$ cat config.mk
export PLATFORM = sky130hd
export DESIGN_NAME = r2y_fifo
export DESIGN_NICKNAME = d
export VERILOG_FILES = /design/src/sv/r2y_pkg.sv /design/src/sv/r2y_fifo.sv
export SDC_FILE = /design/constraint.sdc
export NUM_CORES = 1
export LEC_CHECK = 0
export ABC_CLOCK_PERIOD_IN_PS = 3400
export BUFFER_PORTS_ARGS = -buffer_cell sky130_fd_sc_hd__buf_2
export CORE_MARGIN = 8
export CORE_UTILIZATION = 45
export DETAILED_ROUTE_END_ITERATION = 10
export HOLD_SLACK_MARGIN = 0.15
export PLACE_DENSITY = 0.67
export SYNTH_ARGS = -nofsm -noshare
export SYNTH_HDL_FRONTEND = slang
export SYNTH_SLANG_ARGS = --single-unit
$ cat constraint.sdc
create_clock -name clk -period 3.4 [get_ports clk]
set_input_delay 0.17 -clock clk [delete_from_list [all_inputs] [get_ports clk]]
set_output_delay 0.17 -clock clk [all_outputs]
set_load 0.01 [all_outputs]
$ cat src/sv/r2y_pkg.sv
// Shared types, constants and helper functions of the RGB565 to NV12 converter.
package r2y_pkg;

    // Frame size limits and derived widths
    localparam int MAX_WIDTH    = 2048;
    localparam int MAX_HEIGHT   = 2048;
    localparam int CFG_W        = 12;
    localparam int COL_W        = $clog2(MAX_WIDTH);
    localparam int ROW_W        = $clog2(MAX_HEIGHT);
    localparam int LINE_DEPTH   = MAX_WIDTH / 2;
    localparam int LINE_IDX_W   = $clog2(LINE_DEPTH);

    // Field widths
    localparam int PIXEL_W      = 16;
    localparam int LUMA_OFF_W   = 22;
    localparam int CHROMA_OFF_W = 23;
    localparam int PAIR_SUM_W   = 9;
    localparam int LINE_ENTRY_W = 2 * PAIR_SUM_W;

    // Output queue between the two halves
    localparam int FIFO_DEPTH   = 4;
    localparam int FIFO_PTR_W   = $clog2(FIFO_DEPTH);
    localparam int FIFO_CNT_W   = FIFO_PTR_W + 1;

    // Colour matrix, fixed point with 15 fractional bits
    localparam logic [31:0] COEF_Y_R   = 32'd80593;
    localparam logic [31:0] COEF_Y_G   = 32'd77855;
    localparam logic [31:0] COEF_Y_B   = 32'd30728;
    localparam logic [31:0] COEF_U_R   = 32'd45483;
    localparam logic [31:0] COEF_U_G   = 32'd43936;
    localparam logic [31:0] COEF_UV_BR = 32'd134771;
    localparam logic [31:0] COEF_V_G   = 32'd55532;
    localparam logic [31:0] COEF_V_B   = 32'd21917;
    localparam logic [31:0] CHROMA_BIAS = 32'd4194304;
    localparam int FRAC_BITS    = 15;
    localparam int Y_SUM_W      = 23;
    localparam int C_SUM_W      = 24;

    // Register indexes
    localparam logic REG_FRAME_WIDTH  = 1'b0;
    localparam logic REG_FRAME_HEIGHT = 1'b1;

    localparam logic [CFG_W-1:0] RESET_WIDTH  = CFG_W'(176);
    localparam logic [CFG_W-1:0] RESET_HEIGHT = CFG_W'(144);
    localparam logic [CFG_W-1:0] MAX_W_SIZE   = CFG_W'(MAX_WIDTH);
    localparam logic [CFG_W-1:0] MAX_H_SIZE   = CFG_W'(MAX_HEIGHT);
    localparam logic [CFG_W-1:0] MIN_SIZE     = CFG_W'(2);

    // Per-pixel bookkeeping that travels with each word
    typedef struct packed {
        logic [LUMA_OFF_W-1:0]   luma_offset;
        logic [CHROMA_OFF_W-1:0] chroma_offset;
        logic [LINE_IDX_W-1:0]   line_idx;
        logic                    col_odd;
        logic                    row_odd;
        logic                    frame_end;
    } r2y_tag_t;

    typedef struct packed {
        logic [PIXEL_W-1:0] pixel;
        r2y_tag_t           tag;
    } r2y_cmd_t;

    // Even size, floored at two and saturated at the limit
    function automatic logic [CFG_W-1:0] eff_size(input logic [CFG_W-1:0] raw,
                                                  input logic [CFG_W-1:0] maxv);
        logic [CFG_W-1:0] s;
        s = {raw[CFG_W-1:1], 1'b0};
        if (s < MIN_SIZE)
        begin
            s = MIN_SIZE;
        end
        if (s > maxv)
        begin
            s = {maxv[CFG_W-1:1], 1'b0};
        end
        return s;
    endfunction

    function automatic logic [7:0] clip8(input logic [C_SUM_W-FRAC_BITS-1:0] v);
        return (v > (C_SUM_W-FRAC_BITS)'(255)) ? 8'd255 : v[7:0];
    endfunction

endpackage

$ cat src/sv/r2y_fifo.sv
// Short queue of pixel words between the front end and the colour pipeline.
module r2y_fifo (
    input  logic              clk,
    input  logic              rst_n,
    input  logic              push,
    input  r2y_pkg::r2y_cmd_t push_data,
    output logic              ready,
    input  logic              pop,
    output logic              avail,
    output r2y_pkg::r2y_cmd_t pop_data
);

    r2y_pkg::r2y_cmd_t              slot_reg [r2y_pkg::FIFO_DEPTH];
    logic [r2y_pkg::FIFO_PTR_W-1:0] wr_ptr_reg, rd_ptr_reg;
    logic [r2y_pkg::FIFO_CNT_W-1:0] count_reg, count_next;

    assign ready    = count_reg != r2y_pkg::FIFO_CNT_W'(r2y_pkg::FIFO_DEPTH);
    assign avail    = count_reg != '0;
    assign pop_data = slot_reg[rd_ptr_reg];

    always_comb
    begin
        count_next = count_reg;
        if (push && !pop)
        begin
            count_next = count_reg + r2y_pkg::FIFO_CNT_W'(1);
        end
        else if (pop && !push)
        begin
            count_next = count_reg - r2y_pkg::FIFO_CNT_W'(1);
        end
    end

    always_ff @(posedge clk or negedge rst_n)
    begin
        if (!rst_n)
        begin
            wr_ptr_reg <= '0;
            rd_ptr_reg <= '0;
            count_reg  <= '0;
        end
        else
        begin
            if (push)
            begin
                wr_ptr_reg <= wr_ptr_reg + r2y_pkg::FIFO_PTR_W'(1);
            end
            if (pop)
            begin
                rd_ptr_reg <= rd_ptr_reg + r2y_pkg::FIFO_PTR_W'(1);
            end
            count_reg <= count_next;
        end
    end

    always_ff @(posedge clk)
    begin
        if (push)
        begin
            slot_reg[wr_ptr_reg] <= push_data;
        end
    end

endmodule

Word level (Yosys, flattened, before mapping). Memories as Yosys holds them, arrays and structs flattened. Cells that the tools add are included. Widths: inputs -> output; s select.

RAM bits: 296. Input bits: 78. Word-level logic and storage cells: 19. Register bits: 7. Memories: 1. Output and inout bits: 76.

Equal/unequal tests: 1. Muxes and demuxes: 4. Reductions and logical operators: 6. Add/sub/neg operators: 4.

Memories: slot_reg (words 4, bits a word 74, rd ports 1, clocked after memory_dff 0, wr ports 1, RTL line r2y_fifo.sv:13) `r2y_pkg::r2y_cmd_t slot_reg [r2y_pkg::FIFO_DEPTH];`.

Operators with widths (count): $mux 3 (2); $add 2x1->2 const B (2); $add 3x1->3 const B (1); $ne 3x3->1 const B (1); $reduce_bool 3->1 (1); $sub 3x1->3 const B (1); $logic_and 1x1->1 (2); $logic_not 1->1 (2); $mux 1 (2); $reduce_bool 2->1 (1).

Depth between registers and ports, before layout. Gate-level depths: netlist of run 1.

Word-level depth: 4. Depth in mapped cells: 7. Mapped depth without buffers: 7.

Worst setup path after synthesis of run 1. OpenSTA, ideal clock, no wires.

Path type: register to register. From: register wr_ptr_reg[0] (netlist bit). To: memory slot_reg[2][0] (netlist bit) (enable). Buffers on the path: 0. Slack: 615 ps. Setup time: 440 ps. Clock period less this slack: 2785 ps. Data arrival time: 2345 ps. Required time: 2960 ps. Stages on the path, launching flop included: 4. Path through: dfrtp_1 -> inv_1 -> ha_1 -> and2_1.

RTL lines: from (decl) (RTL line r2y_fifo.sv:14) `logic [r2y_pkg::FIFO_PTR_W-1:0] wr_ptr_reg, rd_ptr_reg;`; from (signal assigned) (RTL line r2y_fifo.sv:46) `wr_ptr_reg <= wr_ptr_reg + r2y_pkg::FIFO_PTR_W'(1);`; to (decl) (RTL line r2y_fifo.sv:13).

Straight into the memory's write port.

==> reports/metrics.csv, run 1 <==
metric;value;unit
initial antenna violation count;1;
# resized after CTS;0;
initial drt markers;280;
I/O Buffers;153;
Via-to-Cell Ratio;5.047;
slew of the pin with the lowest slew margin;1.115;ns
Ys Warns;0;
Worst EP arrival;2.46;ns
share of cells above drive strength 1;41.86;%
Max FO, Critical Path;22;
vias in the first global route;5966;
leakage;4.869;nW
Fin Setup TNS;0;ns
Hold Vio Cnt, Final;0;
crit share post-route;77.22;%
Post-synth EDFFs;296;
die area;29990;um^2
max frequency;0.3809;GHz
Distinct cells, synth;19;
grt peak-use layer;met2;
Chip Height;173.2;um
Net Sw Frac;27.91;%
Die Width;173.2;um
Post-Syn Area per Cell;26.35;um^2
drt total wl;20.69;mm
DPL Wire Length;12.58;mm
Hold Path Class;in2reg;
met3 usage;3.746;%
routability cong.;0.7067;
Synth Cell Area;11120;um^2
core footprint;24320;um^2
relative slew slack;25.68;%
FP Rows;57;
P&R area growth vs syn;26.20;%
fin crit period;2.626;ns
Post-Place Setup Slack;1.270;ns
Gate Count Post-Synth;422;
max reg flops;296;
Peak VDD IR;490.4;uV
largest net degree at the start of global routing;76;
Startpoint Class;flop;
outcome;finished, final reports clean;
RSZ-0062 raised after global routing;false;
Total Nets Final;760;
Flop pwr share;45.7;%
Clock Skews;0.006009;ns
ys async rst share;2.310;%
CTS buffer count;30;
worst setup margin;0.7745;ns
H-tree Lvls;1;
I/O pins;154;
PwrDens;829.2;nW/um^2
Clk pin slew, worst setup/hold paths;0.06;ns
Starting Density;45.72;%
detailed-route via count;5173;
GR Layer Usage met1;16.64;%
DRC viols;0;
Clk pwr share;28.3;%
first-pass GRT wire length;32.55;mm
Pint;0.008387;W
worst path required time;3.23;ns
clk buf depth;3;
All-Layer GR Usage;13.68;%
Pre-Repair DR Iteration Count;5;
crit path kind;reg2out;
final setup fails;0;
Routed Antenna Nets;0;
worst skew pair latency;0.53;ns
global routing usage on met2;23.93;%
grt ovf;0;
Max Slew Vio Count;0;
Gate power share;26.0;%
max cap viols;0;
ys flop type;edfxtp_1;
root buf cell;clkbuf_16;
Yosys reg bits;303;
WL/cell;20.18;um
clk sinks;303;
sequential fraction of the synthesis area;81.52;%
Psw;0.003248;W
hold buffers post-CTS;78;
CTS tree;built;
post-synthesis net count;506;
crit end category;output port;
Post-CTS Repair Setup Buffers;0;
-- power by group through the flow --
stage / clock [W] / combinational (W) / sequential (W)
floorplan: 0 / 0.00225 / 0.00511
global placement: 0 / 0.00302 / 0.00537
detailed placement: 0 / 0.00305 / 0.00542
CTS: 0.00339 / 0.00314 / 0.00534
global route: 0.00352 / 0.00329 / 0.00541
finish: 0.00330 / 0.00302 / 0.00532
-- layer usage --
| layer | routed length (um) | vias up |
|---|---|---|
| li1 | - | 2325 |
| met1 | 8484 | 2672 |
| met2 | 10560 | 142 |
| met3 | 1280 | 32 |
| met4 | 355 | 2 |
| met5 | 10 | - |
-- cell families (layout without fill, tap and decap cells) --
group,Yosys count,after routing,share of synthesized area [%]
other cells,0,1,0
xor+xnor,6,6,0.4727
buf+inv,21,299,1.677
compound gates,1,1,0.04497
mux,75,75,15.09
simple gates,10,10,0.4502
fa+ha+maj,6,6,0.7427
flops,303,303,81.52
-- critical path, stage by stage (launching register included) --
cell and delay (ns):
dfrtp_4 0.72, buf_4 0.44, mux4_2 0.58, buf_2 0.16
-- final cells by class --
cell class / instances / area, um^2
well taps: 324 / 405.4
flip-flops and latches: 303 / 9071
diodes: 1 / 2.502
repair buffers: 239 / 1644
fillers: 1795 / 10290
multi-input cells: 98 / 1878
inverters: 4 / 15.01
clock buffers: 32 / 779.5
clock inverters: 24 / 235.2
-- cells in the final DEF (no fill, tap or decap) --
master	instances
fa_1	1
nand2_1	3
dfrtp_1	5
ha_1	5
mux4_2	74
diode_2	1
dlygate4sd3_1	78
o21ai_0	1
clkbuf_1	1
xnor2_1	2
nor2_1	2
or3_1	1
buf_2	153
clkinv_4	4
xor2_1	4
mux2_2	1
clkinv_2	10
bufinv_16	4
edfxtp_1	296
buf_4	5
clkinv_1	4
clkbuf_16	31
clkinvlp_4	2
inv_1	4
dfrtp_4	2
and2_4	4
buf_12	3
-- synthesized netlist by cell type (3+ instances only) --
master / instances / area share [%]
buf_4: 3 / 0.20
mux4_2: 74 / 15
buf_2: 6 / 0.27
ha_1: 5 / 0.56
buf_12: 5 / 0.90
nand2_1: 3 / 0.10
inv_1: 4 / 0.14
and2_1: 4 / 0.23
xor2_1: 4 / 0.32
edfxtp_1: 296 / 80
dfrtp_1: 7 / 1.6
-- metrics by stage --
stage	area, um^2	std cells	total power [W]	hold slack, ns	util, %
6_report	14030	1025	0.01163	0.3814	57.69
5_1_grt	14030	1024	0.01221	0.3564	57.68
4_1_cts	14030	1024	0.01187	0.3532	57.68
3_5_place_dp	12230	890	0.008471	0.02053	50.30
3_3_place_gp	12230	890	0.008388	0.01642	50.30
2_1_floorplan	11120	422	0.007360	-0.1256	-
-- final timing paths --
path | from | end | cells past startpoint | slack (ns)
worst max-delay path | rd_ptr_reg[0] | pop_data[23] | 3 | 0.77
worst min-delay path | push_data[52] | slot_reg[2][52] | 2 | 0.38
worst max register to register | wr_ptr_reg[0] | slot_reg[2][41] | 4 | 1.35
worst min register to register | count_reg[2] | count_reg[2] | 1 | 0.51
max in group asynchronous | rst_n | rd_ptr_reg[0] | 3 | 2.48
min in group asynchronous | rst_n | count_reg[1] | 3 | 0.61
No activity file was read; power rests on OpenSTA's default activity.
==> inputs of run 2 (changes only) <==
- ABC_AREA: unset -> 1
- ABC_CLOCK_PERIOD_IN_PS: 3400 -> 2400
- PLACE_DENSITY: 0.67 -> 0.69
- clock period: 3.4 -> 2.4 ns (I/O delays scaled with it)
==> reports/metrics.csv, run 2 <==
metric;value;unit
Gate Count Post-Synth;912;
Clk pin slew, worst setup/hold paths;0.06;ns
commonest non-fill, non-tap cell in the layout;edfxtp_1;
Net Sw Frac;33.35;%
final setup fails;0;
CTS tree;built;
Pint;0.01211;W
Clock Skews;0.01934;ns
crit end category;output port;
RSZ-0062 raised after global routing;false;
worst setup margin;0.1503;ns
WL/cell;16.55;um
max frequency;0.4445;GHz
outcome;finished, final reports clean;
fillers;2137;
Worst EP arrival;2.13;ns
Starting Density;45.69;%
Max Slew Vio Count;0;
relative slew slack;56.67;%
Startpoint Class;flop;
Yosys reg bits;303;
Pre-Repair DR Iteration Count;4;
top cells by area, synth;edfxtp_1, o211ai_1, nand2_1;
crit share post-route;93.74;%
synth cell count leaders;edfxtp_1, nand2_1, inv_1;
Gate power share;33.0;%
core footprint;26800;um^2
most numerous cell in the Yosys netlist;edfxtp_1;
drt total wl;24.93;mm
Total Nets Final;1223;
Distinct cells, synth;19;
clk buf depth;3;
Routed Antenna Nets;0;
Post-synth EDFFs;296;
Chip Height;181.0;um
Ys Warns;0;
I/O pins;154;
post-synthesis net count;996;
most frequent cells in the layout;edfxtp_1, nand2_1, inv_1, buf_2, o211ai_1;
CTS buffer count;31;
die area;32740;um^2
Clk pwr share;27.5;%
first-pass GRT wire length;39.52;mm
ys flop type;edfxtp_1;
ys async rst share;2.310;%
Yosys top cell area share;72.59;%
Flop pwr share;39.5;%
FP Rows;60;
max cap viols;0;
Via-to-Cell Ratio;4.847;
Synth Cell Area;12240;um^2
All-Layer GR Usage;14.81;%
worst path required time;2.28;ns
Post-CTS Repair Setup Buffers;0;
worst skew pair latency;0.54;ns
slew of the pin with the lowest slew margin;0.6499;ns
largest net degree at the start of global routing;157;
H-tree Lvls;1;
leakage;6.058;nW
Post-Place Setup Slack;0.4550;ns
grt ovf;0;
share of cells above drive strength 1;19.17;%
root buf cell;clkbuf_16;
detailed-route via count;7299;
clk sinks;303;
Psw;0.006061;W
Die Width;181.0;um
Post-Syn Area per Cell;13.43;um^2
Synth area leader;edfxtp_1;
routability cong.;0.7351;
dpl cells;1369;
DRC viols;0;
Non-Filler Instances;1506;
fin crit period;2.250;ns
PwrDens;1201;nW/um^2
DPL Wire Length;14.41;mm
initial antenna violation count;2;
Peak VDD IR;1179;uV
initial drt markers;422;
max reg flops;296;
Hold Vio Cnt, Final;0;
Max FO, Critical Path;26;
P&R area growth vs syn;23.55;%
Hold Path Class;in2reg;
sequential fraction of the synthesis area;74.02;%
vias in the first global route;7437;
crit path kind;reg2out;
I/O Buffers;153;
reg-to-reg slack, setup;0.47;ns
## run 2: cell types whose count changed in the layout (fill, tap and decap cells not counted), sizes merged, moves of 4 or more
cell / previous run / this run
nand2: 3 / 233
mux4: 74 / 0
o211ai: 0 / 148
inv: 4 / 159
buf: 161 / 166
clkinv: 18 / 8
and2: 4 / 0
clkbuf: 32 / 40
## run 2: area by class of cell
cell class | instances | area [um^2] | area share [%]
Clock inverter | 17 | 260.3 | 1.720
Tap cell | 341 | 426.7 | 2.820
Inverter | 162 | 625.6 | 4.135
Clock buffer | 40 | 809.5 | 5.351
Timing Repair Buffer | 244 | 1760 | 11.64
Multi-Input combinational cell | 397 | 2170 | 14.34
Sequential cell | 303 | 9071 | 59.96
Antenna cell | 2 | 5.005 | 0.03308
## run 2: power groups by stage
stage	sequential (W)	combinational [W]	clock (W)
after floorplan	0.00724	0.00413	0
final	0.00718	0.00599	0.00500
after global routing	0.00726	0.00673	0.00530
after detailed placement	0.00729	0.00605	0
after CTS	0.00718	0.00618	0.00512
after global placement	0.00724	0.00596	0
## run 2: path summary, 6_finish.rpt
kind	start	end	cells after the start
setup / recovery	rd_ptr_reg[1]	pop_data[0]	5
max in group asynchronous	rst_n	rd_ptr_reg[0]	3
setup reg to reg	wr_ptr_reg[0]	slot_reg[3][25]	4
hold reg to reg	count_reg[2]	count_reg[2]	2
hold / removal	push_data[42]	slot_reg[1][42]	2
min in group asynchronous	rst_n	count_reg[2]	3
## run 2: kinds of logic (layout without fill, tap and decap cells)
family	after synthesis	count (layout)	synth area share, %
AOI/OAI and AO/OA	150	150	9.442
xor gates and xnor gates	4	4	0.2862
adders and majority gates	6	6	0.6744
buffers and inverters	212	463	8.257
DFF	303	303	74.02
other	0	2	0
and+or+nand+nor	237	237	7.317
## run 2: routing by layer
metal	GRT usage (%)	part of all wire (%)	up-vias	routed length (um)
li1	-	-	3624	-
met2	25.57	49	172	12320
met1	18.77	43	3468	10790
met4	4.001	2.1	2	516
met5	0	0.036	-	9
met3	2.989	5.2	33	1291
## run 2: per-stage QoR
| step | hold slack, ns | utilization (%) | total power [W] | instance area (um^2) | setup TNS [ns] |
|---|---|---|---|---|---|
| after CTS | 0.2984 | 56.41 | 0.01847 | 15120 | -0.009842 |
| after global routing | 0.3114 | 56.44 | 0.01928 | 15130 | 0 |
| after global placement | -0.02456 | 49.51 | 0.01321 | 13270 | 0 |
| after detailed placement | -0.02135 | 49.51 | 0.01334 | 13270 | 0 |
| final | 0.3220 | 56.45 | 0.01817 | 15130 | 0 |
| after floorplan | -0.1756 | - | 0.01137 | 12260 | 0 |
## run 2: timing repair
item / 4_1_cts / 5_1_grt
hold buffers: 78 / 0
setup endpoints to repair: 2 / 61
hold endpoints to repair: 310 / 0
gates cloned: 0 / 0
resized for setup: 0 / 2
## run 2: critical path, stage by stage (launching register included)
cell	delay, ns
dfrtp_4	0.49
inv_4	0.29
buf_4	0.36
o211ai_1	0.14
nand2_1	0.14
buf_2	0.15
