===== src/sv/r2y_pkg.sv =====
// Shared types, constants and helper functions of the RGB565 to NV12 converter.
package r2y_pkg;

    // Frame size limits and derived widths
    localparam int MAX_WIDTH    = 2048;
    localparam int MAX_HEIGHT   = 2048;
    localparam int CFG_W        = 12;
    localparam int COL_W        = $clog2(MAX_WIDTH);
    localparam int ROW_W        = $clog2(MAX_HEIGHT);
    localparam int LINE_DEPTH   = MAX_WIDTH / 2;
    localparam int LINE_IDX_W   = $clog2(LINE_DEPTH);

    // Field widths
    localparam int PIXEL_W      = 16;
    localparam int LUMA_OFF_W   = 22;
    localparam int CHROMA_OFF_W = 23;
    localparam int PAIR_SUM_W   = 9;
    localparam int LINE_ENTRY_W = 2 * PAIR_SUM_W;

    // Output queue between the two halves
    localparam int FIFO_DEPTH   = 4;
    localparam int FIFO_PTR_W   = $clog2(FIFO_DEPTH);
    localparam int FIFO_CNT_W   = FIFO_PTR_W + 1;

    // Colour matrix, fixed point with 15 fractional bits
    localparam logic [31:0] COEF_Y_R   = 32'd80593;
    localparam logic [31:0] COEF_Y_G   = 32'd77855;
    localparam logic [31:0] COEF_Y_B   = 32'd30728;
    localparam logic [31:0] COEF_U_R   = 32'd45483;
    localparam logic [31:0] COEF_U_G   = 32'd43936;
    localparam logic [31:0] COEF_UV_BR = 32'd134771;
    localparam logic [31:0] COEF_V_G   = 32'd55532;
    localparam logic [31:0] COEF_V_B   = 32'd21917;
    localparam logic [31:0] CHROMA_BIAS = 32'd4194304;
    localparam int FRAC_BITS    = 15;
    localparam int Y_SUM_W      = 23;
    localparam int C_SUM_W      = 24;

    // Register indexes
    localparam logic REG_FRAME_WIDTH  = 1'b0;
    localparam logic REG_FRAME_HEIGHT = 1'b1;

    localparam logic [CFG_W-1:0] RESET_WIDTH  = CFG_W'(176);
    localparam logic [CFG_W-1:0] RESET_HEIGHT = CFG_W'(144);
    localparam logic [CFG_W-1:0] MAX_W_SIZE   = CFG_W'(MAX_WIDTH);
    localparam logic [CFG_W-1:0] MAX_H_SIZE   = CFG_W'(MAX_HEIGHT);
    localparam logic [CFG_W-1:0] MIN_SIZE     = CFG_W'(2);

    // Per-pixel bookkeeping that travels with each word
    typedef struct packed {
        logic [LUMA_OFF_W-1:0]   luma_offset;
        logic [CHROMA_OFF_W-1:0] chroma_offset;
        logic [LINE_IDX_W-1:0]   line_idx;
        logic                    col_odd;
        logic                    row_odd;
        logic                    frame_end;
    } r2y_tag_t;

    typedef struct packed {
        logic [PIXEL_W-1:0] pixel;
        r2y_tag_t           tag;
    } r2y_cmd_t;

    // Even size, floored at two and saturated at the limit
    function automatic logic [CFG_W-1:0] eff_size(input logic [CFG_W-1:0] raw,
                                                  input logic [CFG_W-1:0] maxv);
        logic [CFG_W-1:0] s;
        s = {raw[CFG_W-1:1], 1'b0};
        if (s < MIN_SIZE)
        begin
            s = MIN_SIZE;
        end
        if (s > maxv)
        begin
            s = {maxv[CFG_W-1:1], 1'b0};
        end
        return s;
    endfunction

    function automatic logic [7:0] clip8(input logic [C_SUM_W-FRAC_BITS-1:0] v);
        return (v > (C_SUM_W-FRAC_BITS)'(255)) ? 8'd255 : v[7:0];
    endfunction

endpackage


===== src/sv/r2y_front.sv =====
// Front end: size registers, raster position tracking and offset generation.
module r2y_front (
    input  logic                        clk,
    input  logic                        rst_n,
    input  logic                        cfg_write,
    input  logic                        cfg_index,
    input  logic [r2y_pkg::CFG_W-1:0]   cfg_data,
    input  logic                        in_valid,
    input  logic [r2y_pkg::PIXEL_W-1:0] pixel,
    input  logic                        queue_ready,
    output logic                        push,
    output r2y_pkg::r2y_cmd_t           cmd
);

    logic [r2y_pkg::CFG_W-1:0]        width_reg;
    logic [r2y_pkg::CFG_W-1:0]        height_reg;
    logic [r2y_pkg::COL_W-1:0]        col_reg, col_next;
    logic [r2y_pkg::ROW_W-1:0]        row_reg, row_next;
    logic [r2y_pkg::LUMA_OFF_W-1:0]   luma_off_reg, luma_off_next;
    logic [r2y_pkg::LUMA_OFF_W-1:0]   line_reg, line_next;
    logic [r2y_pkg::CHROMA_OFF_W-1:0] area_reg;
    logic [r2y_pkg::CFG_W-1:0]        w_eff, h_eff;
    logic [2*r2y_pkg::CFG_W-1:0]      area;
    logic                             col_last, row_last;

    assign w_eff = r2y_pkg::eff_size(width_reg, r2y_pkg::MAX_W_SIZE);
    assign h_eff = r2y_pkg::eff_size(height_reg, r2y_pkg::MAX_H_SIZE);
    assign area  = {r2y_pkg::CFG_W'(0), w_eff} * {r2y_pkg::CFG_W'(0), h_eff};

    assign col_last = (r2y_pkg::CFG_W'(col_reg) + r2y_pkg::CFG_W'(1)) >= w_eff;
    assign row_last = (r2y_pkg::CFG_W'(row_reg) + r2y_pkg::CFG_W'(1)) >= h_eff;

    assign push = in_valid && queue_ready;

    always_comb
    begin
        cmd.pixel             = pixel;
        cmd.tag.luma_offset   = luma_off_reg;
        cmd.tag.chroma_offset = area_reg
                              + r2y_pkg::CHROMA_OFF_W'(line_reg)
                              + r2y_pkg::CHROMA_OFF_W'({col_reg[r2y_pkg::COL_W-1:1], 1'b0});
        cmd.tag.line_idx      = col_reg[r2y_pkg::COL_W-1:1];
        cmd.tag.col_odd       = col_reg[0];
        cmd.tag.row_odd       = row_reg[0];
        cmd.tag.frame_end     = col_last && row_last;
    end

    // Advance the raster position by one pixel
    always_comb
    begin
        col_next      = col_reg + r2y_pkg::COL_W'(1);
        row_next      = row_reg;
        luma_off_next = luma_off_reg + r2y_pkg::LUMA_OFF_W'(1);
        line_next     = line_reg;
        if (col_last)
        begin
            col_next = '0;
            if (row_last)
            begin
                row_next      = '0;
                luma_off_next = '0;
                line_next     = '0;
            end
            else
            begin
                row_next = row_reg + r2y_pkg::ROW_W'(1);
                if (row_reg[0])
                begin
                    line_next = line_reg + r2y_pkg::LUMA_OFF_W'(w_eff);
                end
            end
        end
    end

    always_ff @(posedge clk or negedge rst_n)
    begin
        if (!rst_n)
        begin
            width_reg    <= r2y_pkg::RESET_WIDTH;
            height_reg   <= r2y_pkg::RESET_HEIGHT;
            col_reg      <= '0;
            row_reg      <= '0;
            luma_off_reg <= '0;
            line_reg     <= '0;
        end
        else if (cfg_write)
        begin
            case (cfg_index)
                r2y_pkg::REG_FRAME_WIDTH:  width_reg  <= cfg_data;
                r2y_pkg::REG_FRAME_HEIGHT: height_reg <= cfg_data;
                default: ;
            endcase
            // Any size write restarts the frame
            col_reg      <= '0;
            row_reg      <= '0;
            luma_off_reg <= '0;
            line_reg     <= '0;
        end
        else if (push)
        begin
            col_reg      <= col_next;
            row_reg      <= row_next;
            luma_off_reg <= luma_off_next;
            line_reg     <= line_next;
        end
    end

    // Luma plane size, recomputed every cycle; first use is a row later
    always_ff @(posedge clk)
    begin
        area_reg <= area[r2y_pkg::CHROMA_OFF_W-1:0];
    end

endmodule


===== config.mk =====
export PLATFORM = sky130hd
export DESIGN_NAME = r2y_front
export DESIGN_NICKNAME = d
export VERILOG_FILES = /design/src/sv/r2y_pkg.sv /design/src/sv/r2y_front.sv
export SDC_FILE = /design/constraint.sdc
export NUM_CORES = 1
export LEC_CHECK = 0
export BUFFER_PORTS_ARGS = -buffer_cell sky130_fd_sc_hd__clkbuf_2
export CELL_PAD_IN_SITES_DETAIL_PLACEMENT = 1
export CELL_PAD_IN_SITES_GLOBAL_PLACEMENT = 1
export CORE_UTILIZATION = 33
export DETAILED_ROUTE_END_ITERATION = 8
export PLACE_DENSITY = 0.72
export SYNTH_ARGS = -nofsm -noshare
export SYNTH_HDL_FRONTEND = slang
export SYNTH_SLANG_ARGS = --single-unit
export TNS_END_PERCENT = 1

===== constraint.sdc =====
create_clock -name clk -period 10.65 [get_ports clk]
set_input_delay 0.5325 -clock clk [delete_from_list [all_inputs] [get_ports clk]]
set_output_delay 0.5325 -clock clk [all_outputs]
set_load 0.01 [all_outputs]

# Word-level counts from Yosys, hierarchy flattened
# Index checks and enable logic that the tools add are counted.
# W data, S select, Z words.
[totals]
regBits = 113
input_bits = 34
[classes]
addsub = 8
mul = 1
n_lt_le_gt_ge = 6
muxes = 20
bitwise_logic = 1
n_reduce_logical = 9
[ops]
columns = ["cell", "n"]
rows = [
  ["$mux W22", 9],
  ["$mux W11", 7],
  ["$mux W12", 4],
  ["$add A11 B1 Y12 const B", 2],
  ["$ge A12 B12 Y1", 2],
  ["$gt A12 B12 Y1 const B", 2],
  ["$lt A12 B2 Y1 const B", 2],
  ["$add A23 B11 Y23", 1],
  ["$add A23 B22 Y23", 1],
  ["$mul A12 B12 Y23", 1],
  ["$add A11 B1 Y11 const B", 2],
  ["$add A22 B1 Y22 const B", 1],
  ["$add A22 B12 Y22", 1],
  ["$reduce_and A2 Y1", 3],
  ["$reduce_bool A2 Y1", 2],
  ["$reduce_and A3 Y1", 1],
  ["$reduce_bool A3 Y1", 1],
  ["$logic_and A1 B1 Y1", 2],
  ["$not A1 Y1", 1],
]

# Longest topological paths before layout
# Gate-level depths: netlist of the first run.
[depth]
depth_word = 10
mapped_depth = 24

# Least setup slack after synthesis of the first run
# OpenSTA, ideal clock, no wires.
[synth_timing]
path_kind = "flip-flop to flip-flop"
start = "register height_reg[6] (netlist bit)"
end = "register area_reg[21] (netlist bit)"
arrival_time_ns = 5.687
required_ns = 10.578
slack_ns = 4.890
path_stages_with_launch = 23
n_path_buf = 1
synth_period_minus_slack_ns = 5.760
path_cell_list = "dfrtp_1 -> nor4_1 -> nand3_1 -> o21ai_0 -> and2_1 -> clkbuf_1 -> nand2_1 -> fa_1 -> fa_1 -> fa_1 -> inv_1 -> fa_1 -> inv_1 -> fa_1 -> inv_1 -> ha_1 -> and3_1 -> a221o_1 -> o211ai_1 -> o21ai_1 -> a221o_1 -> o211ai_1 -> xnor2_1"
[synth_between]
elab_chain_len = 5
[synth_rtl]
columns = ["item", "line", "text"]
rows = [
  ["start: declaration", "r2y_front.sv:16", "logic [r2y_pkg::CFG_W-1:0] height_reg;"],
  ["start signal: assignment", "r2y_front.sv:80", "height_reg <= r2y_pkg::RESET_HEIGHT;"],
  ["start signal: assignment", "r2y_front.sv:90", "r2y_pkg::REG_FRAME_HEIGHT: height_reg <= cfg_data;"],
  ["$lt A12 B2 Y1", "r2y_pkg.sv:69", "if (s < MIN_SIZE)"],
  ["$mux W12 (*)", "r2y_pkg.sv:69", ""],
  ["$gt A12 B12 Y1", "r2y_pkg.sv:73", "if (s > maxv)"],
  ["$mux W12 (*)", "r2y_pkg.sv:73", ""],
  ["$mul A12 B12 Y23 (*)", "r2y_front.sv:28", "assign area = {r2y_pkg::CFG_W'(0), w_eff} * {r2y_pkg::CFG_W'(0), h_eff};"],
  ["named net area (one bit)", "r2y_front.sv:23", "logic [2*r2y_pkg::CFG_W-1:0] area;"],
  ["end signal: assignment", "r2y_front.sv:111", "area_reg <= area[r2y_pkg::CHROMA_OFF_W-1:0];"],
  ["end: declaration", "r2y_front.sv:21", "logic [r2y_pkg::CHROMA_OFF_W-1:0] area_reg;"],
]
# Mark *: on every way through the listed nets, which the timed path passes. The rest lies on a longest branch.
# A chain may end at the register's enable or synchronous reset.

# Worst setup path in the final report of the first run
[layout_timing]
start = "register width_reg[11] (netlist bit)"
end = "register area_reg[21] (netlist bit)"
[layout_between]
elab_chain_len = 5
[layout_rtl]
columns = ["item", "line", "text"]
rows = [
  ["start: declaration", "r2y_front.sv:15", "logic [r2y_pkg::CFG_W-1:0] width_reg;"],
  ["start signal: assignment", "r2y_front.sv:79", "width_reg <= r2y_pkg::RESET_WIDTH;"],
  ["start signal: assignment", "r2y_front.sv:89", "r2y_pkg::REG_FRAME_WIDTH: width_reg <= cfg_data;"],
  ["$lt A12 B2 Y1", "r2y_pkg.sv:69", ""],
  ["$mux W12 (*)", "r2y_pkg.sv:69", ""],
  ["$gt A12 B12 Y1", "r2y_pkg.sv:73", ""],
  ["$mux W12 (*)", "r2y_pkg.sv:73", ""],
  ["$mul A12 B12 Y23 (*)", "r2y_front.sv:28", ""],
  ["named net area (one bit)", "r2y_front.sv:23", ""],
]
# Marked as above.

==> results.cfg, run 1 <==
[outcome]
status = finished, final reports clean

[placement]
io_buffer_count = 74
gp_congestion = 0.8739
hpwl_um = 24710

[sta]
hold_ws_ns = 0.1337
drv_slew = 0
fin_tns_setup_ns = 0
period_needed_ns = 6.810
maxSlewHeadroom = 0.1926
setup_viol = 0
hold_viol_final = 0
worst_pin_slew_ns = 1.211
clock.fmax_mhz = 146.8
clock_skew_ns = 0.01794
rsz0062_at_grt = false
finalCritPeriodShare = 0.6395

[clock_network]
numCtsBuffers = 9
cts_root_buf = clkbuf_16
clockBufferDepth = 2
cts_sinks = 108
cts_setup_buffers = 0
clkLatencyLatePin_ns = 0.36
hold_buffers = 0
cts_htree_levels = 3
cts_tree = built
clk_pin_slew_ns = 0.08
post_cts_resized = 0

[drt]
via_per_inst = 5.158
wl_per_cell_um = 17.91
dr.pass1.iters = 4
wl_um = 30750
route.vias.total = 8856
drc = 0
drtIter0Drc = 295
ant_nets = 0

[synthesis]
synth_mux_area_frac = 0.02337
yosys_warnings = 0
ys_top_cells_by_area = dfrtp_1 19%, fa_1 17%, ha_1 15%
synth_top_family_by_area = adder cells
synth_cell_types = 64
postSynthAreaPerCell_um2 = 8.866
ys_ff_latch = 108
syn-cell-area_mm2 = 0.01092
synth_top_area_share = 0.1879
yosysMostFrequentCell = nand2_1
synthXorXnorAreaFrac = 0.05212
synth-seq-area-share = 0.2384
syn_inst = 1232
async_flop_share = 0.8056
netlist_top_cells_count = 134 x nand2_1, 131 x ha_1, 130 x inv_1
synth_compound_area_frac = 0.1309
synthFlopType = dfrtp_1
yosysTopAreaCell = dfrtp_1
syn_nets = 1488
synth_edf_count = 0
yosys.area_share.adder = 0.3168
synth-simple-area-share = 0.1641

[worst_setup_path]
critical_path.max_fanout = 12
critical_path.startpoint_type = register
end_kind = register
required_ns = 10.93
path_class = reg2reg
worstPathArrival_ns = 7.09

[power]
p_leak_nw = 5.980
powerDensity_mw_per_mm2 = 168.7
ir_worst_vdd_v = 0.0001090

[die]
die_h_um = 183.9
die_x_um = 183.9
core_mm2 = 0.03254
start_util = 0.3357
dieArea_mm2 = 0.03383
fp-row-count = 66
boundaryPins = 109

[layout]
nets = 1526
drive_gt1_frac = 0.1043
insertedDiodeCount = 0
largest_register_ffs = 22
synthToLayoutAreaGrowth_pct = 8.878

[global_route]
first_global_vias = 9575
grt_use_met3 = 0.02338
grt_use_met2 = 0.3355
antenna_found_initial = 0
grt_max_degree = 57
overflow = 0
grt-busiest-layer = met2
track_usage = 0.1904
use_met1 = 0.2468
grt_pass1_wl_um = 50450

[min_path]
min_path_type = in2async

[job]
cap_violations = 0
==> routing by layer <==
layer,routed length (um),share of wire
met5,0,0
met4,431,0.014
met3,905,0.029
met2,15540,0.51
met1,13870,0.45
==> path summary, 6_finish.rpt <==
path	start	end	slack, ns	cells after the start
min in group clk	cfg_data[11]	width_reg[11]$_DFFE_PN0P_	0.41	3
worst min-delay path	rst_n	line_reg[16]$_DFFE_PN0P_	0.13	1
worst min register to register	row_reg[10]$_DFFE_PN0P_	row_reg[10]$_DFFE_PN0P_	0.53	2
max in group asynchronous	rst_n	luma_off_reg[20]$_DFFE_PN0P_	9.44	2
worst max register to register	width_reg[11]$_DFFE_PN0P_	area_reg[21]$_DFF_P_	3.84	20
worst max-delay path	width_reg[11]$_DFFE_PN0P_	area_reg[21]$_DFF_P_	3.84	20
==> worst max-delay path: stages, from the launching register on <==
cell and delay [ns]:
dfrtp_1 0.60, inv_1 0.49, nand2_1 0.44, inv_1 0.41, nand2_1 0.12, fa_1 0.49, fa_1 0.52, inv_1 0.05
ha_1 0.32, fa_1 0.54, inv_1 0.05, fa_1 0.53, inv_1 0.04, ha_1 0.35, and3_1 0.20, a221o_1 0.37
o211ai_1 0.32, o21ai_1 0.13, a221o_1 0.35, o211ai_1 0.25, xnor2_1 0.14
==> stage by stage <==
step | power, mW | std cells | worst slack (ns) | util | instance area, um2
2_1_floorplan | 1.348 | 1232 | 4.890 | - | 10920
4_1_cts | 2.040 | 1717 | 3.844 | 0.3655 | 11890
5_1_grt | 2.194 | 1717 | 3.510 | 0.3655 | 11890
3_5_place_dp | 1.687 | 1701 | 3.941 | 0.3568 | 11610
6_report | 2.006 | 1717 | 3.840 | 0.3655 | 11890
3_3_place_gp | 1.651 | 1701 | 4.000 | 0.3568 | 11610
==> cell families (layout without fill, tap and decap cells) <==
group,after synthesis,after routing
xor+xnor,65,65
simple gates,393,393
mux,23,23
buf+inv,193,236
other cells,1,1
fa+ha+maj,222,222
flops,108,108
compound gates,227,227
==> area by class of cell <==
type,count,area (um2)
clock buffer,11,242.7
clock inverter,5,41.29
fill,3899,20640
inverter,142,533.0
multi-input combinational,931,7516
sequential,108,2604
tap,442,553.0
timing repair buffer,78,402.9
==> placed cells by master (no fill, tap or decap), types with 20 or more instances in the layout <==
cell type	count
and3_1	21
nor2_1	116
inv_1	130
dfrtp_1	82
o21ai_0	66
dfxtp_1	21
mux2_2	20
fa_1	91
ha_1	131
nand2_1	134
xor2_1	22
nand3_1	32
a31oi_1	22
clkbuf_2	73
a21oi_1	53
xnor2_1	43
==> power breakdown <==
part           leakage, nW  switching [mW]  internal [mW]  total, mW
logic                 4.51           0.680          0.451       1.13
clock network        0.138           0.165          0.169      0.333
registers             1.33          0.0600          0.481      0.541
total                 5.98           0.905           1.10       2.01
Power figures use the tool's default switching activity.
==> run 2, diff against run 1 <==
- ABC_AREA: unset -> 1
- PLACE_DENSITY: 0.72 -> 0.74
- clock period: 10.65 -> 6.9 ns (I/O delays scaled with it)
==> run 2 against run 1 <==
Clock skew fell by 0.0050 ns. Power rose by 59%. Design area rose by 7.5%. Via count rose by 15%. Non-clock buffer count rose by 4. Hold slack improved by 0.059 ns. Highest routed layer unchanged. Synthesized cell count rose by 22%.
==> results.cfg, run 2 <==
[power]
p_int_mw = 1.680
p_sw_mw = 1.509
powerDensity_mw_per_mm2 = 249.4
seqPwrFrac = 0.271
p_comb_frac = 0.537
clkPwrFrac = 0.192
switching_share = 0.4730
p_leak_nw = 6.820
ir_worst_vdd_v = 0.0001410

[synthesis]
synth_edf_count = 0
ys_top_cells_by_area = dfrtp_1 18%, fa_1 16%, ha_1 14%
synth-seq-area-share = 0.2229
yosys_warnings = 0
netlist_top_cells_count = 319 x nand2_1, 237 x inv_1, 155 x nor2_1
synth_cell_types = 49
ys_ff_latch = 108
async_flop_share = 0.8056
yosysTopAreaCell = dfrtp_1
synth_top_area_share = 0.1756
syn_nets = 1760
synthFlopType = dfrtp_1
syn-cell-area_mm2 = 0.01168
yosysMostFrequentCell = nand2_1
postSynthAreaPerCell_um2 = 7.768
syn_inst = 1504

[die]
core_mm2 = 0.03471
start_util = 0.3365
boundaryPins = 109
dieArea_mm2 = 0.03616
die_h_um = 190.2
fp-row-count = 68
die_x_um = 190.2

[outcome]
status = finished, final reports clean

[drt]
wl_per_cell_um = 17.30
drtIter0Drc = 511
drc = 0
via_per_inst = 5.027
wl_um = 34940
dr.pass1.iters = 5
ant_nets = 0
route.vias.total = 10150

[clock_network]
post_cts_resized = 0
clk_pin_slew_ns = 0.08
cts_tree = built
cts_htree_levels = 3
cts_root_buf = clkbuf_16
numCtsBuffers = 9
cts_sinks = 108
clkLatencyLatePin_ns = 0.37
clockBufferDepth = 2

[sta]
maxSlewHeadroom = 0.3520
finalCritPeriodShare = 0.8802
setup_viol = 0
hold_viol_final = 0
period_needed_ns = 6.073
finalWorstSetupSlack_ns = 0.8265
worst_pin_slew_ns = 0.9685
clock.fmax_mhz = 164.7
fin_tns_setup_ns = 0
drv_slew = 0
rsz0062_at_grt = false
clock_skew_ns = 0.01297

[global_route]
grt_pass1_wl_um = 56830
first_global_vias = 10760
grt_max_degree = 46
overflow = 0
track_usage = 0.2007
antenna_found_initial = 0

[placement]
post-place-ws_ns = 0.8182
gp_congestion = 0.8847
io_buffer_count = 74
hpwl_um = 28670

[worst_setup_path]
critical_path.max_fanout = 8
worstPathArrival_ns = 6.33
reg2reg_slack_ns = 0.83
end_kind = register
path_class = reg2reg
required_ns = 7.16
crit_path_start = height_reg[10]$_DFFE_PN0P_
critical_path.startpoint_type = register
reg2reg_from = height_reg[10]$_DFFE_PN0P_

[min_path]
min_path_type = in2reg
hp-start = cfg_data[7]

[layout]
insertedDiodeCount = 0
fillers = 4312
synthToLayoutAreaGrowth_pct = 9.436
drive_gt1_frac = 0.1029
final_common_cell = nand2_1
largest_register_ffs = 22
most-common-layout-cells = 319 x nand2_1, 237 x inv_1, 155 x nor2_1, 131 x ha_1, 91 x fa_1
nets = 1815

[job]
cap_violations = 0
run 2: cell types whose count changed in the layout (fill, tap and decap cells not counted), sizes merged, moves of 19 or more:
cell	change
and3	-20
inv	+113
mux2	-20
nand2	+207
nand3	+36
nor2	+45
o21ai	+20
xnor2	-19
xor2	+27
run 2: final cells by class:
cell class / instances / area, um2 / area share
multi-input combinational: 1111 / 7908 / 0.6185
sequential: 108 / 2604 / 0.2037
inverter: 247 / 929.6 / 0.07271
tap: 455 / 569.3 / 0.04453
timing repair buffer: 82 / 435.4 / 0.03406
clock buffer: 9 / 225.2 / 0.01762
clock inverter: 7 / 113.9 / 0.008906
run 2: worst paths after layout:
| kind | end | cells after the start |
|---|---|---|
| max | area_reg[18]$_DFF_P_ | 25 |
| min | width_reg[7]$_DFFE_PN1P_ | 3 |
| min reg2reg | height_reg[8]$_DFFE_PN0P_ | 2 |
| max in group asynchronous | line_reg[8]$_DFFE_PN0P_ | 3 |
| max reg2reg | area_reg[18]$_DFF_P_ | 25 |
| min in group asynchronous | luma_off_reg[21]$_DFFE_PN0P_ | 2 |
run 2: routing by layer:
metal  share of wire  global-route usage  wire [um]
met1            0.46              0.2697      16080
met4           0.015             0.04308        522
met5               0                   0          0
met3           0.038             0.02453       1327
met2            0.49              0.3436      17010
run 2: power groups by stage:
| stage | logic [mW] | registers (mW) | clock network, mW |
|---|---|---|---|
| 2_1_floorplan | 1.20 | 0.824 | 0 |
| 3_3_place_gp | 1.67 | 0.870 | 0 |
| 3_5_place_dp | 1.71 | 0.875 | 0 |
| 4_1_cts | 1.74 | 0.862 | 0.629 |
| 5_1_grt | 1.93 | 0.878 | 0.646 |
| 6_report | 1.71 | 0.864 | 0.612 |
run 2: cells by family after synthesis:
| logic type | count (synthesis) | share of synthesized area |
|---|---|---|
| AND/OR/NAND/NOR | 628 | 0.2351 |
| AO/OA/AOI/OAI | 187 | 0.09050 |
| buffers and inverters | 285 | 0.1002 |
| adder cells (fa/ha/maj) | 222 | 0.2962 |
| flip-flops | 108 | 0.2229 |
| other | 1 | 0.0003210 |
| XOR/XNOR | 73 | 0.05473 |
run 2: worst max-delay path, cell delays in order, from the launching register on:
cell and delay [ns]:
dfrtp_1 0.41, nor2_1 0.12, nand4_1 0.13, nor4_2 0.20
nand2_1 0.08, nand2_1 0.21, nand2_1 0.28, inv_1 0.30
nand2_1 0.12, fa_1 0.55, inv_1 0.05, fa_1 0.52
fa_1 0.44, fa_1 0.57, inv_1 0.06, fa_1 0.53
inv_1 0.04, ha_1 0.35, a21oi_1 0.24, a21boi_0 0.20
nand2_1 0.13, nand2_1 0.08, nand2_1 0.07, nand3_1 0.08
nand2_1 0.06, xor2_1 0.13
run 2: what timing repair did:
item                      in CTS  in global routing
buffers inserted               0                  0
hold buffers                   1                  0
hold endpoints to repair      13                  0
run 2: metrics by stage:
stage	power, mW	util	hold slack [ns]	std cells	instance area (um2)
floorplan	2.020	-	0.04941	1504	11680
global placement	2.537	0.3582	0.3814	2002	12440
detailed placement	2.590	0.3582	0.3937	2002	12440
CTS	3.229	0.3683	0.1870	2019	12780
global route	3.451	0.3683	0.2252	2019	12780
finish	3.189	0.3683	0.1926	2019	12780
